### config.mk
export PLATFORM = sky130hd
export DESIGN_NAME = sha256_stream_hasher
export DESIGN_NICKNAME = d
export VERILOG_FILES = /design/src/rtl/core/sha_pkg.sv /design/src/rtl/core/sha_datapath.sv /design/src/rtl/core/sha_ctrl.sv /design/src/rtl/core/sha256_stream_hasher.sv
export VERILOG_INCLUDE_DIRS = /design/src /design/src/rtl/core
export SDC_FILE = /design/constraint.sdc
export NUM_CORES = 2
export LEC_CHECK = 0
export ABC_AREA = 1
export BUFFER_PORTS_ARGS = -buffer_cell sky130_fd_sc_hd__buf_2
export CAP_MARGIN = 30
export CORE_MARGIN = 4
export CORE_UTILIZATION = 45
export CTS_BUF_LIST = sky130_fd_sc_hd__clkbuf_4
export CTS_CLUSTER_DIAMETER = 60
export DETAILED_ROUTE_END_ITERATION = 8
export PLACE_DENSITY = 0.56
export SLEW_MARGIN = 15
export SYNTH_ARGS = -nofsm -noshare
export SYNTH_HDL_FRONTEND = slang
export SYNTH_SLANG_ARGS = --single-unit
### constraint.sdc
create_clock -name clk -period 29.3 [get_ports clk]
set_clock_uncertainty 0.2 [all_clocks]
set_input_delay 8.79 -clock clk [delete_from_list [all_inputs] [get_ports clk]]
set_output_delay 8.79 -clock clk [all_outputs]
set_load 0.05 [all_outputs]
### src/rtl/core/sha256_stream_hasher_macros.svh
// assertion macros for the sha-256 stream hasher
// no dependencies; included by modules that check their own logic
`ifndef SHA256_STREAM_HASHER_MACROS_SVH
`define SHA256_STREAM_HASHER_MACROS_SVH
`ifndef NO_ASSERTIONS
`define SHA_ASSERT_IMP(lbl, clk, rst, a, c) \
  lbl: assert property (@(posedge clk) disable iff (rst) (a) |-> (c)) else $error("lbl");
`define SHA_ASSERT_NEXT(lbl, clk, rst, a, c) \
  lbl: assert property (@(posedge clk) disable iff (rst) (a) |=> (c)) else $error("lbl");
`else
`define SHA_ASSERT_IMP(lbl, clk, rst, a, c)
`define SHA_ASSERT_NEXT(lbl, clk, rst, a, c)
`endif
`endif

### src/rtl/core/sha_pkg.sv
// shared types, constants and round functions for the sha-256 hasher
// no dependencies
`timescale 1ns / 1ps
package sha_pkg;
  typedef enum logic [2:0] {
    ST_IDLE, ST_ROUND, ST_PAD, ST_LEN, ST_OUT
  } state_t;

  typedef struct packed {
    logic absorb;    // write byte at fill position
    logic pad80;     // write 0x80 at fill position
    logic zero_pos;  // write zero at fill position
    logic put_len;   // write length into last 8 bytes
    logic start;     // load working vars from hash
    logic round;     // one compression round
    logic finish;    // add working vars into hash
    logic shift_out; // advance output word
    logic restart;   // back to initial state
  } cmd_t;

  typedef struct packed {
    logic [5:0] fill;
    logic       last_round;
    logic       out_last;
  } stat_t;

  localparam logic [7:0] PAD_BYTE = 8'h80;
  localparam logic [5:0] LEN_POS = 6'd56;

  localparam logic [31:0] H_INIT [8] = '{
    32'h6a09e667, 32'hbb67ae85, 32'h3c6ef372, 32'ha54ff53a,
    32'h510e527f, 32'h9b05688c, 32'h1f83d9ab, 32'h5be0cd19};

  localparam logic [31:0] ROUND_K [64] = '{
    32'h428a2f98, 32'h71374491, 32'hb5c0fbcf, 32'he9b5dba5,
    32'h3956c25b, 32'h59f111f1, 32'h923f82a4, 32'hab1c5ed5,
    32'hd807aa98, 32'h12835b01, 32'h243185be, 32'h550c7dc3,
    32'h72be5d74, 32'h80deb1fe, 32'h9bdc06a7, 32'hc19bf174,
    32'he49b69c1, 32'hefbe4786, 32'h0fc19dc6, 32'h240ca1cc,
    32'h2de92c6f, 32'h4a7484aa, 32'h5cb0a9dc, 32'h76f988da,
    32'h983e5152, 32'ha831c66d, 32'hb00327c8, 32'hbf597fc7,
    32'hc6e00bf3, 32'hd5a79147, 32'h06ca6351, 32'h14292967,
    32'h27b70a85, 32'h2e1b2138, 32'h4d2c6dfc, 32'h53380d13,
    32'h650a7354, 32'h766a0abb, 32'h81c2c92e, 32'h92722c85,
    32'ha2bfe8a1, 32'ha81a664b, 32'hc24b8b70, 32'hc76c51a3,
    32'hd192e819, 32'hd6990624, 32'hf40e3585, 32'h106aa070,
    32'h19a4c116, 32'h1e376c08, 32'h2748774c, 32'h34b0bcb5,
    32'h391c0cb3, 32'h4ed8aa4a, 32'h5b9cca4f, 32'h682e6ff3,
    32'h748f82ee, 32'h78a5636f, 32'h84c87814, 32'h8cc70208,
    32'h90befffa, 32'ha4506ceb, 32'hbef9a3f7, 32'hc67178f2};

  function automatic logic [31:0] rotr(input logic [31:0] x, input int n);
    rotr = (x >> n) | (x << (32 - n));
  endfunction

  function automatic logic [31:0] sig0(input logic [31:0] x);
    sig0 = rotr(x, 7) ^ rotr(x, 18) ^ (x >> 3);
  endfunction

  function automatic logic [31:0] sig1(input logic [31:0] x);
    sig1 = rotr(x, 17) ^ rotr(x, 19) ^ (x >> 10);
  endfunction

  function automatic logic [31:0] bsig0(input logic [31:0] x);
    bsig0 = rotr(x, 2) ^ rotr(x, 13) ^ rotr(x, 22);
  endfunction

  function automatic logic [31:0] bsig1(input logic [31:0] x);
    bsig1 = rotr(x, 6) ^ rotr(x, 11) ^ rotr(x, 25);
  endfunction
endpackage

### src/rtl/core/sha_datapath.sv
// sha-256 datapath: block buffer, schedule window, round unit, hash words
// depends on sha_pkg
`timescale 1ns / 1ps
module sha_datapath (
  input  logic             clk,
  input  logic             rst,
  input  sha_pkg::cmd_t    cmd,
  input  logic [7:0]       data_byte,
  output sha_pkg::stat_t   stat,
  output logic [31:0]      digest_word,
  output logic [2:0]       word_index
);
  // block buffer is a 16-word window that becomes the message schedule
  logic [31:0] w [16];
  logic [31:0] v [8];
  logic [31:0] h [8];
  logic [5:0]  fill;
  logic [5:0]  rnd;
  logic [63:0] length_bits;
  logic [2:0]  oidx;
  logic [31:0] t1, t2, w_new;
  logic [63:0] total;
  logic [7:0]  wr_byte;
  logic        wr_en;

  assign total = length_bits + {55'd0, fill, 3'd0};
  assign w_new = sha_pkg::sig1(w[14]) + w[9] + sha_pkg::sig0(w[1]) + w[0];
  assign t1 = v[7] + sha_pkg::bsig1(v[4]) + ((v[4] & v[5]) ^ (~v[4] & v[6]))
              + sha_pkg::ROUND_K[rnd] + w[0];
  assign t2 = sha_pkg::bsig0(v[0]) + ((v[0] & v[1]) ^ (v[0] & v[2]) ^ (v[1] & v[2]));

  always_comb begin
    wr_en = cmd.absorb | cmd.pad80 | cmd.zero_pos;
    wr_byte = cmd.absorb ? data_byte : (cmd.pad80 ? sha_pkg::PAD_BYTE : 8'd0);
  end

  always_ff @(posedge clk) begin
    if (wr_en) begin
      case (fill[1:0])
        2'd0: w[fill[5:2]][31:24] <= wr_byte;
        2'd1: w[fill[5:2]][23:16] <= wr_byte;
        2'd2: w[fill[5:2]][15:8] <= wr_byte;
        default: w[fill[5:2]][7:0] <= wr_byte;
      endcase
    end else if (cmd.put_len) begin
      // message length was captured when the 0x80 byte went in
      w[14] <= length_bits[63:32];
      w[15] <= length_bits[31:0];
    end else if (cmd.round) begin
      for (int i = 0; i < 15; i++) w[i] <= w[i + 1];
      w[15] <= w_new;
    end
    if (cmd.start) begin
      for (int i = 0; i < 8; i++) v[i] <= h[i];
    end else if (cmd.round) begin
      v[7] <= v[6]; v[6] <= v[5]; v[5] <= v[4]; v[4] <= v[3] + t1;
      v[3] <= v[2]; v[2] <= v[1]; v[1] <= v[0]; v[0] <= t1 + t2;
    end
  end

  always_ff @(posedge clk) begin
    if (rst || cmd.restart) begin
      for (int i = 0; i < 8; i++) h[i] <= sha_pkg::H_INIT[i];
      fill <= '0;
      length_bits <= '0;
      rnd <= '0;
      oidx <= '0;
    end else begin
      if (cmd.absorb) begin
        fill <= fill + 6'd1;
        if (fill == 6'd63) length_bits <= length_bits + 64'd512;
      end else if (cmd.pad80) begin
        length_bits <= total;
        fill <= fill + 6'd1;
      end else if (cmd.zero_pos) begin
        fill <= fill + 6'd1;
      end else if (cmd.put_len) begin
        fill <= '0;
      end
      if (cmd.start) rnd <= '0;
      else if (cmd.round) rnd <= rnd + 6'd1;
      if (cmd.finish) begin
        // last round is folded straight into the hash words
        h[0] <= h[0] + t1 + t2;
        h[1] <= h[1] + v[0];
        h[2] <= h[2] + v[1];
        h[3] <= h[3] + v[2];
        h[4] <= h[4] + v[3] + t1;
        h[5] <= h[5] + v[4];
        h[6] <= h[6] + v[5];
        h[7] <= h[7] + v[6];
      end
      if (cmd.shift_out) oidx <= oidx + 3'd1;
    end
  end

  assign stat.fill = fill;
  assign stat.last_round = (rnd == 6'd63);
  assign stat.out_last = (oidx == 3'd7);
  assign digest_word = h[oidx];
  assign word_index = oidx;

  `include "sha256_stream_hasher_macros.svh"
  `SHA_ASSERT_IMP(a_one_write, clk, rst, 1'b1, $onehot0({cmd.absorb, cmd.pad80, cmd.zero_pos, cmd.put_len}))
  `SHA_ASSERT_NEXT(a_round_adv, clk, rst, cmd.round && !cmd.start && rnd != 6'd63, rnd == $past(rnd) + 6'd1)
  `SHA_ASSERT_NEXT(a_restart_clr, clk, rst, cmd.restart, fill == 6'd0 && length_bits == 64'd0)
endmodule

### src/rtl/core/sha_ctrl.sv
// sha-256 sequencer: intake, padding, compression rounds and digest output
// depends on sha_pkg
`timescale 1ns / 1ps
module sha_ctrl (
  input  logic            clk,
  input  logic            rst,
  input  logic            in_valid,
  input  logic            in_action,
  output logic            in_ready,
  output logic            out_valid,
  input  logic            out_ready,
  input  sha_pkg::stat_t  stat,
  output sha_pkg::cmd_t   cmd
);
  sha_pkg::state_t state, state_next;
  logic fin, fin_next;     // compression belongs to a finish
  logic spill, spill_next; // compression is the first of two pad blocks

  always_ff @(posedge clk) begin
    if (rst) begin
      state <= sha_pkg::ST_IDLE;
      fin <= 1'b0;
      spill <= 1'b0;
    end else begin
      state <= state_next;
      fin <= fin_next;
      spill <= spill_next;
    end
  end

  always_comb begin
    state_next = state;
    fin_next = fin;
    spill_next = spill;
    unique case (state)
      sha_pkg::ST_IDLE: begin
        if (in_valid) begin
          fin_next = 1'b0;
          spill_next = 1'b0;
          if (!in_action) begin
            if (stat.fill == 6'd63) state_next = sha_pkg::ST_ROUND;
          end else if (stat.fill == 6'd63) begin
            // 0x80 lands in the last byte, length needs a second block
            state_next = sha_pkg::ST_ROUND;
            spill_next = 1'b1;
          end else begin
            state_next = sha_pkg::ST_PAD;
          end
        end
      end
      sha_pkg::ST_PAD: begin
        if (stat.fill == sha_pkg::LEN_POS && !fin) state_next = sha_pkg::ST_LEN;
        else if (stat.fill == 6'd63) begin
          state_next = sha_pkg::ST_ROUND;
          spill_next = 1'b1;
        end
      end
      sha_pkg::ST_LEN: begin
        state_next = sha_pkg::ST_ROUND;
        fin_next = 1'b1;
      end
      sha_pkg::ST_ROUND: begin
        if (stat.last_round) begin
          if (fin) state_next = sha_pkg::ST_OUT;
          else if (spill) begin
            state_next = sha_pkg::ST_PAD;
            spill_next = 1'b0;
          end else state_next = sha_pkg::ST_IDLE;
        end
      end
      sha_pkg::ST_OUT: begin
        if (out_ready && stat.out_last) state_next = sha_pkg::ST_IDLE;
      end
      default: state_next = sha_pkg::ST_IDLE;
    endcase
  end

  // words are taken only in idle; a finish is taken with its 0x80 byte
  always_comb begin
    cmd = '0;
    in_ready = 1'b0;
    out_valid = 1'b0;
    unique case (state)
      sha_pkg::ST_IDLE: begin
        if (in_valid) begin
          in_ready = 1'b1;
          cmd.absorb = !in_action;
          cmd.pad80 = in_action;
          cmd.start = (stat.fill == 6'd63);
        end
      end
      sha_pkg::ST_PAD: begin
        if (stat.fill == sha_pkg::LEN_POS && !fin) cmd.put_len = 1'b1;
        else begin
          cmd.zero_pos = 1'b1;
          cmd.start = (stat.fill == 6'd63);
        end
      end
      sha_pkg::ST_LEN: cmd.start = 1'b1;
      sha_pkg::ST_ROUND: begin
        cmd.round = 1'b1;
        cmd.finish = stat.last_round;
      end
      sha_pkg::ST_OUT: begin
        out_valid = 1'b1;
        cmd.shift_out = out_ready;
        cmd.restart = out_ready && stat.out_last;
      end
      default: ;
    endcase
  end

  `include "sha256_stream_hasher_macros.svh"
  `SHA_ASSERT_IMP(a_out_only, clk, rst, out_valid, state == sha_pkg::ST_OUT)
  `SHA_ASSERT_NEXT(a_len_then_round, clk, rst, state == sha_pkg::ST_LEN, state == sha_pkg::ST_ROUND && fin)
  `SHA_ASSERT_IMP(a_no_write_round, clk, rst, state == sha_pkg::ST_ROUND, !cmd.absorb && !cmd.put_len)
endmodule

### src/rtl/core/sha256_stream_hasher.sv
// SHA-256 over a byte stream, one message byte per input word
// usage: s_axis word carries data_byte in tdata and action in tuser;
// action 0 absorbs, 1 finishes the message
// m_axis gives eight digest words, word 0 first, tlast on word 7
// tdata = {word_index, digest_word}
// an absorb is taken whenever the hasher is idle; the 64th byte of a block
// starts the 64 compression rounds, and no byte is taken while they run
// a finish is taken with its 0x80 byte, then pads one zero per cycle up to
// byte 56, writes the length, loads the round unit and runs 64 rounds;
// if 56 or more bytes were held, the first pad block runs its own 64
// rounds before that
// the eight words then follow one per cycle while m_axis is ready; no input
// is taken until word 7 is delivered and the hasher is back in idle
// stalls on m_axis hold the current word; nothing else moves
// reset (rst, synchronous) loads the initial hash and clears the counters
// depends on sha_pkg, sha_ctrl, sha_datapath
`timescale 1ns / 1ps
module sha256_stream_hasher (
  input  logic        clk,
  input  logic        rst,
  input  logic        s_axis_tvalid,
  output logic        s_axis_tready,
  input  logic [7:0]  s_axis_tdata,  // [7:0] data_byte
  input  logic        s_axis_tuser,  // [0] action
  output logic        m_axis_tvalid,
  input  logic        m_axis_tready,
  output logic [39:0] m_axis_tdata,  // [31:0] digest_word, [34:32] word_index
  output logic        m_axis_tlast   // last_word
);
  sha_pkg::cmd_t  cmd;
  sha_pkg::stat_t stat;
  logic [31:0] dw;
  logic [2:0]  wi;

  sha_ctrl u_ctrl (
    .clk(clk), .rst(rst),
    .in_valid(s_axis_tvalid), .in_action(s_axis_tuser), .in_ready(s_axis_tready),
    .out_valid(m_axis_tvalid), .out_ready(m_axis_tready),
    .stat(stat), .cmd(cmd)
  );

  sha_datapath u_dp (
    .clk(clk), .rst(rst), .cmd(cmd), .data_byte(s_axis_tdata),
    .stat(stat), .digest_word(dw), .word_index(wi)
  );

  assign m_axis_tdata = {5'd0, wi, dw};
  assign m_axis_tlast = stat.out_last;
endmodule
# --- After elaboration in Yosys (flattened, before gate mapping) ---
# Memory sizes are Yosys's and may differ from the RTL's. A register that Yosys moved wholly into a read port is not among the register bits.
# Index checks and enable logic that the tools add are counted.
word_totals:
  regBits: 84
  ram_bits: 1024
  romBits: 2048
  out_inout_bits: 43
  elab_cells: 215
  memories: 4
memory_table:
  columns: ["name", "words", "width", "rd", "rd_clocked_by_memory_dff", "wr", "line", "text"]
  rows:
  - ["(name not given)", 64, 32, 1, 0, 0, "sha_datapath.sv:29", "+ sha_pkg::ROUND_K[rnd] + w[0];"]
  - ["u_dp.w", 16, 32, 16, 0, 16, "sha_datapath.sv:14", "logic [31:0] w [16];"]
  - ["u_dp.h", 8, 32, 9, 1, 8, "sha_datapath.sv:16", "logic [31:0] h [8];"]
  - ["u_dp.v", 8, 32, 8, 0, 8, "sha_datapath.sv:15", "logic [31:0] v [8];"]
classes:
  n_addsub: 25
  order_cmp: 1
  eq_ne: 17
  mux: 95
  n_bitwise: 48
  reduce_logical: 18
ops:
  columns: ["operator", "n"]
  rows:
  - ["32-bit two-way mux", 21]
  - ["32-bit adder", 20]
  - ["32-bit bitwise XOR", 9]
  - ["64-bit two-way mux", 3]
  - ["32-bit AND", 5]
  - ["64-bit by 10-bit adder with 64-bit output, second input constant", 1]
  - ["64-bit by 9-bit adder with 64-bit output", 1]
  - ["1-bit two-way mux", 43]
  - ["32-bit inverter", 1]
  - ["10-bit by 32-bit OR with 32-bit output", 1]
  - ["13-bit by 32-bit OR with 32-bit output", 1]
  - ["14-bit by 32-bit OR with 32-bit output", 1]
  - ["15-bit by 32-bit OR with 32-bit output", 1]
  - ["19-bit by 32-bit OR with 32-bit output", 1]
  - ["21-bit by 32-bit OR with 32-bit output", 1]
  - ["25-bit by 32-bit OR with 32-bit output", 1]
  - ["26-bit by 32-bit OR with 32-bit output", 1]
  - ["30-bit by 32-bit OR with 32-bit output", 1]
  - ["7-bit by 32-bit OR with 32-bit output", 1]
  - ["32-bit OR reduction", 1]
  - ["32-bit by 22-bit bitwise XOR with 32-bit output", 1]
  - ["32-bit by 29-bit bitwise XOR with 32-bit output", 1]
  - ["3-bit two-way mux", 9]
  - ["6-bit two-way mux", 4]
  - ["other kinds (32)", 74]

# --- Longest topological paths before layout ---
# An unclocked memory read counts as a cell.
depth:
  ltp_word: 11
  depth_mapped: 46
  depth_no_buf: 45

# --- Cells and area by module ---
# Synthesis repeated with hierarchy kept, for this count alone.
unflattened:
  cells_unflattened: 9906
  hier_area_um2: 80519.7
by_module_without_submodules:
  columns: ["mod", "n_inst", "cells_per_inst", "area_per_inst_um2", "seq_area_each_um2"]
  rows:
  - ["sha_datapath", 1, 9823, 80040.5, 32331.0]
  - ["sha_ctrl", 1, 77, 437.9, 100.1]
  - ["sha256_stream_hasher", 1, 6, 41.3, 0.0]

# --- Worst setup path after synthesis ---
# Ideal clock, no wire load.
synth_path:
  path_kind: "input -> output"
  start: "in s_axis_tvalid"
  end: "out s_axis_tready"
  arrival_ns: 9.191
  t_required_ns: 20.310
  path_slack_ns: 11.119
  path_stages: 2
  path_cell_list: "inv_1 nor2_4"
synth_via:
  elab_chain_len: 2
synth_rtl:
  columns: ["item", "line", "text"]
  rows:
  - ["start: declaration", "sha256_stream_hasher.sv:21", "input logic s_axis_tvalid,"]
  - ["1-bit two-way mux", "sha_ctrl.sv:85", "if (in_valid) begin"]
  - ["1-bit two-way mux", "sha_ctrl.sv:83", "unique case (state)"]
  - ["end: declaration", "sha256_stream_hasher.sv:22", "output logic s_axis_tready,"]
# No other way between the ends.

# --- Final worst setup path ---
# Same ends and word-level chain as after synthesis.

==> flow_summary.ini <==
[outcome]
status = finished, final reports clean

[clock_tree]
worstSkewPairLatency_ns = 1.40
clockRootBuffer = clkbuf_4
path_clk_slew_ns = 0.06
cts.sinks = 1108
postCtsSetupRepairBufs = 0
cts-htree-levels = 5
numCtsBuffers = 338
ctsResizeCount = 0
cts_tree = built
cts_hold_buf = 0
clockBufferDepth = 4

[synth]
synth-main-ff-cell = edfxtp_1
ys_seq_area_share_pct = 40.68
muxShareOfSynthArea_pct = 0.02511
synth_edf_count = 1024
netlist_area_um2 = 79720
synth_top_family_by_area = simple AND/OR/NAND/NOR gates
synthAdderAreaFrac_pct = 12.46
yosysUniqueCellTypes = 67
synth_compound_area_share_pct = 14.83
synth_simple_gate_area_share_pct = 19.85
yosysWarnings = 0
async_flop_share_pct = 0
synth_xor_area_share_pct = 4.296
syn_inst = 9834
synth-seq-cells = 1108
syn_area_per_cell_um2 = 8.107

[pwr]
cellPowerDensity_nw_per_um2 = 46.43
p_leak_nw = 38.75
fin_total_pwr_w = 0.004022
vdd_drop_max_v = 0.00004457

[timing]
hold_viol = 0
period_minus_slack_ns = 18.48
worst_slack_ns = 10.82
fmax_ghz = 0.05411
relSlewSlack_pct = 13.78
rsz0062_at_grt = no
period_share_pct = 63.08
max_slew.worst_pin.slew_ns = 1.293
hold_ws_ns = 0.2526
finalSetupViolCount = 0
drv_slew = 0
setup_tns_ns = 0

[global_route]
grt_antenna_before_repair = 9
grt_use_total_pct = 33.01
grt_pass1_wl_um = 449700
grt_max_degree = 209
grt_pass1_vias = 66780
grt-ovfl-total = 0

[finish]
area_delta_synth_final_pct = 8.671
nets = 10670
layout-drive-gt1-share_pct = 8.645
design_area_um2 = 86630
fill_cells = 17460

[routing]
wl_per_cell_um = 24.83
route.vias.total = 71520
drt_iter0_markers = 8543
drt-total-wl_um = 312200
drt-pass1-iter-count = 9
vias_per_cell = 5.688
drcViolationCount = 0
drt.antenna.violating_nets = 0

[critical_path]
cp_common_cell = buf_2
path_class = in -> out
crit_arrival_ns = 9.49
path_cells = buf_2 -> inv_1 -> nor2_4 -> buf_2
crit_buf_inv = 3
path_max_fanout = 7
crit_slowest_cell = buf_2
crit_required_ns = 20.31
end_kind = output port
cp-start-kind = input pin
crit_family = buffers and inverters
max_stage_delay_ns = 0.31

[place]
portBuffers = 50
preCtsSetupSlack_ns = 10.82
gp_congestion = 1.017
placed_cell_area_um2 = 82450
hpwlAfterDp_um = 239500

[flow_run]
maxCapViolCount = 0

[floorplan]
io_pins = 56
initial_utilization_pct = 45.27
rows = 154
coreArea_um2 = 176100
die_area_um2 = 184000
dieWidth_um = 428.9
die_y_um = 428.9

[min_path]
hold_path.class = reg -> reg
## state kept, by name (all words and copies together) (netlist names), named ones only
signal / flops
u_dp.v: 256
u_dp.w: 512
u_dp.length_bits: 61
u_dp.h: 256
u_dp.word_index: 3
u_dp.fill: 6
u_ctrl.spill: 1
u_dp.rnd: 6
u_ctrl.fin: 1
u_ctrl.state: 3
## synth_stat cells, types with 6 or more instances
| cell type | instances | area share, % |
|---|---|---|
| nand2_1 | 2578 | 12 |
| inv_1 | 1269 | 6.0 |
| edfxtp_1 | 1024 | 39 |
| o21ai_0 | 890 | 5.6 |
| a21oi_1 | 830 | 5.2 |
| nor2_1 | 636 | 3.0 |
| ha_1 | 429 | 6.7 |
| clkbuf_1 | 329 | 1.5 |
| nand3_1 | 238 | 1.5 |
| fa_1 | 228 | 5.7 |
| xor2_1 | 210 | 2.3 |
| xnor2_1 | 181 | 2.0 |
| nor3_1 | 100 | 0.63 |
| nand4_1 | 96 | 0.75 |
| dfxtp_1 | 84 | 2.1 |
| a31oi_1 | 69 | 0.54 |
| o21a_1 | 64 | 0.60 |
| a21o_1 | 55 | 0.52 |
| nand2_2 | 46 | 0.36 |
| nor4_1 | 40 | 0.31 |
| or2_2 | 39 | 0.31 |
| o21ai_1 | 37 | 0.23 |
| o211ai_1 | 34 | 0.32 |
| o21bai_1 | 34 | 0.32 |
| o22ai_1 | 32 | 0.25 |
| nor2_2 | 25 | 0.20 |
| a221oi_1 | 23 | 0.25 |
| buf_1 | 20 | 0.094 |
| o31ai_1 | 17 | 0.16 |
| inv_2 | 16 | 0.075 |
| o221ai_1 | 16 | 0.18 |
| buf_2 | 12 | 0.075 |
| nand3b_1 | 12 | 0.11 |
| and2_1 | 11 | 0.086 |
| a21oi_2 | 9 | 0.099 |
| nor2_4 | 9 | 0.13 |
| a21boi_0 | 8 | 0.075 |
| a31o_2 | 7 | 0.077 |
| nand2_4 | 7 | 0.099 |
| nand3_2 | 7 | 0.088 |
| buf_4 | 6 | 0.056 |
| o311ai_0 | 6 | 0.066 |
## metrics by stage
| stage | std cells | utilization [%] |
|---|---|---|
| floorplan | 9838 | - |
| global placement | 11930 | 46.66 |
| detailed placement | 11980 | 46.82 |
| CTS | 12540 | 49.09 |
| global route | 12570 | 49.19 |
| finish | 12570 | 49.19 |
## final timing paths
path / startpoint / end / slack [ns] / cells past startpoint
setup / recovery: s_axis_tvalid / s_axis_tready / 10.82 / 4
hold / removal: u_dp.length_bits[44] / u_dp.length_bits[44] / 0.25 / 1
setup reg to reg: u_dp.rnd[0] / u_dp.h[0][22] / 17.94 / 33
hold reg to reg: u_dp.length_bits[44] / u_dp.length_bits[44] / 0.25 / 1
## power breakdown
part           internal (W)  leakage, nW  switching [W]  total, W
clock network      0.000771         2.41       0.000728   0.00150
logic              0.000232         26.5       0.000527  0.000760
registers           0.00174         9.88      0.0000240   0.00176
total               0.00274         38.7        0.00128   0.00402
## cell usage in the layout, fill, tap and decap left out, types with 34 or more instances in the layout
cell type | netlist | routed
o21bai_1 | 34 | 34
clkinv_1 | 5 | 68
or2_2 | 39 | 39
o21a_1 | 64 | 64
a31oi_1 | 69 | 69
xor2_1 | 210 | 210
nand2_1 | 2578 | 2568
dfxtp_1 | 84 | 79
nand4_1 | 96 | 96
xnor2_1 | 181 | 181
o21ai_0 | 890 | 883
nor3_1 | 100 | 100
nor2_1 | 636 | 636
a21o_1 | 55 | 55
nand3_1 | 238 | 238
a21oi_1 | 830 | 830
ha_1 | 429 | 429
nand2_2 | 46 | 47
buf_4 | 6 | 74
inv_1 | 1269 | 1266
o211ai_1 | 34 | 34
nor4_1 | 40 | 40
o21ai_1 | 37 | 43
fa_1 | 228 | 228
buf_2 | 12 | 104
clkbuf_4 | 0 | 486
edfxtp_1 | 1024 | 1024
## routing by layer
layer,GRT usage [%],vias up,share of wire [%]
li1,-,33290,-
met1,48.75,34260,45
met2,47.12,3419,41
met3,6.642,552,9.4
met4,13.47,0,4.3
met5,0,-,0
## kinds of logic after synthesis
logic type,count (synthesis)
adders and majority gates,657
DFF,1108
AOI/OAI and AO/OA,2162
muxes,2
and+or+nand+nor,3856
buffers and inverters,1657
xor gates and xnor gates,391
other,1
## layout make-up
| class | instances | area (um^2) | share of cell area (%) |
|---|---|---|---|
| multi-input combinational | 7073 | 41140 | 47.49 |
| inverter | 1290 | 4855 | 5.604 |
| timing repair buffer | 191 | 1246 | 1.438 |
| clock buffer | 486 | 3649 | 4.211 |
| clock inverter | 77 | 354.1 | 0.4087 |
| antenna | 9 | 22.52 | 0.02600 |
| sequential | 1108 | 32440 | 37.44 |
| tap | 2340 | 2928 | 3.380 |
(Power assumes the default switching activity.)
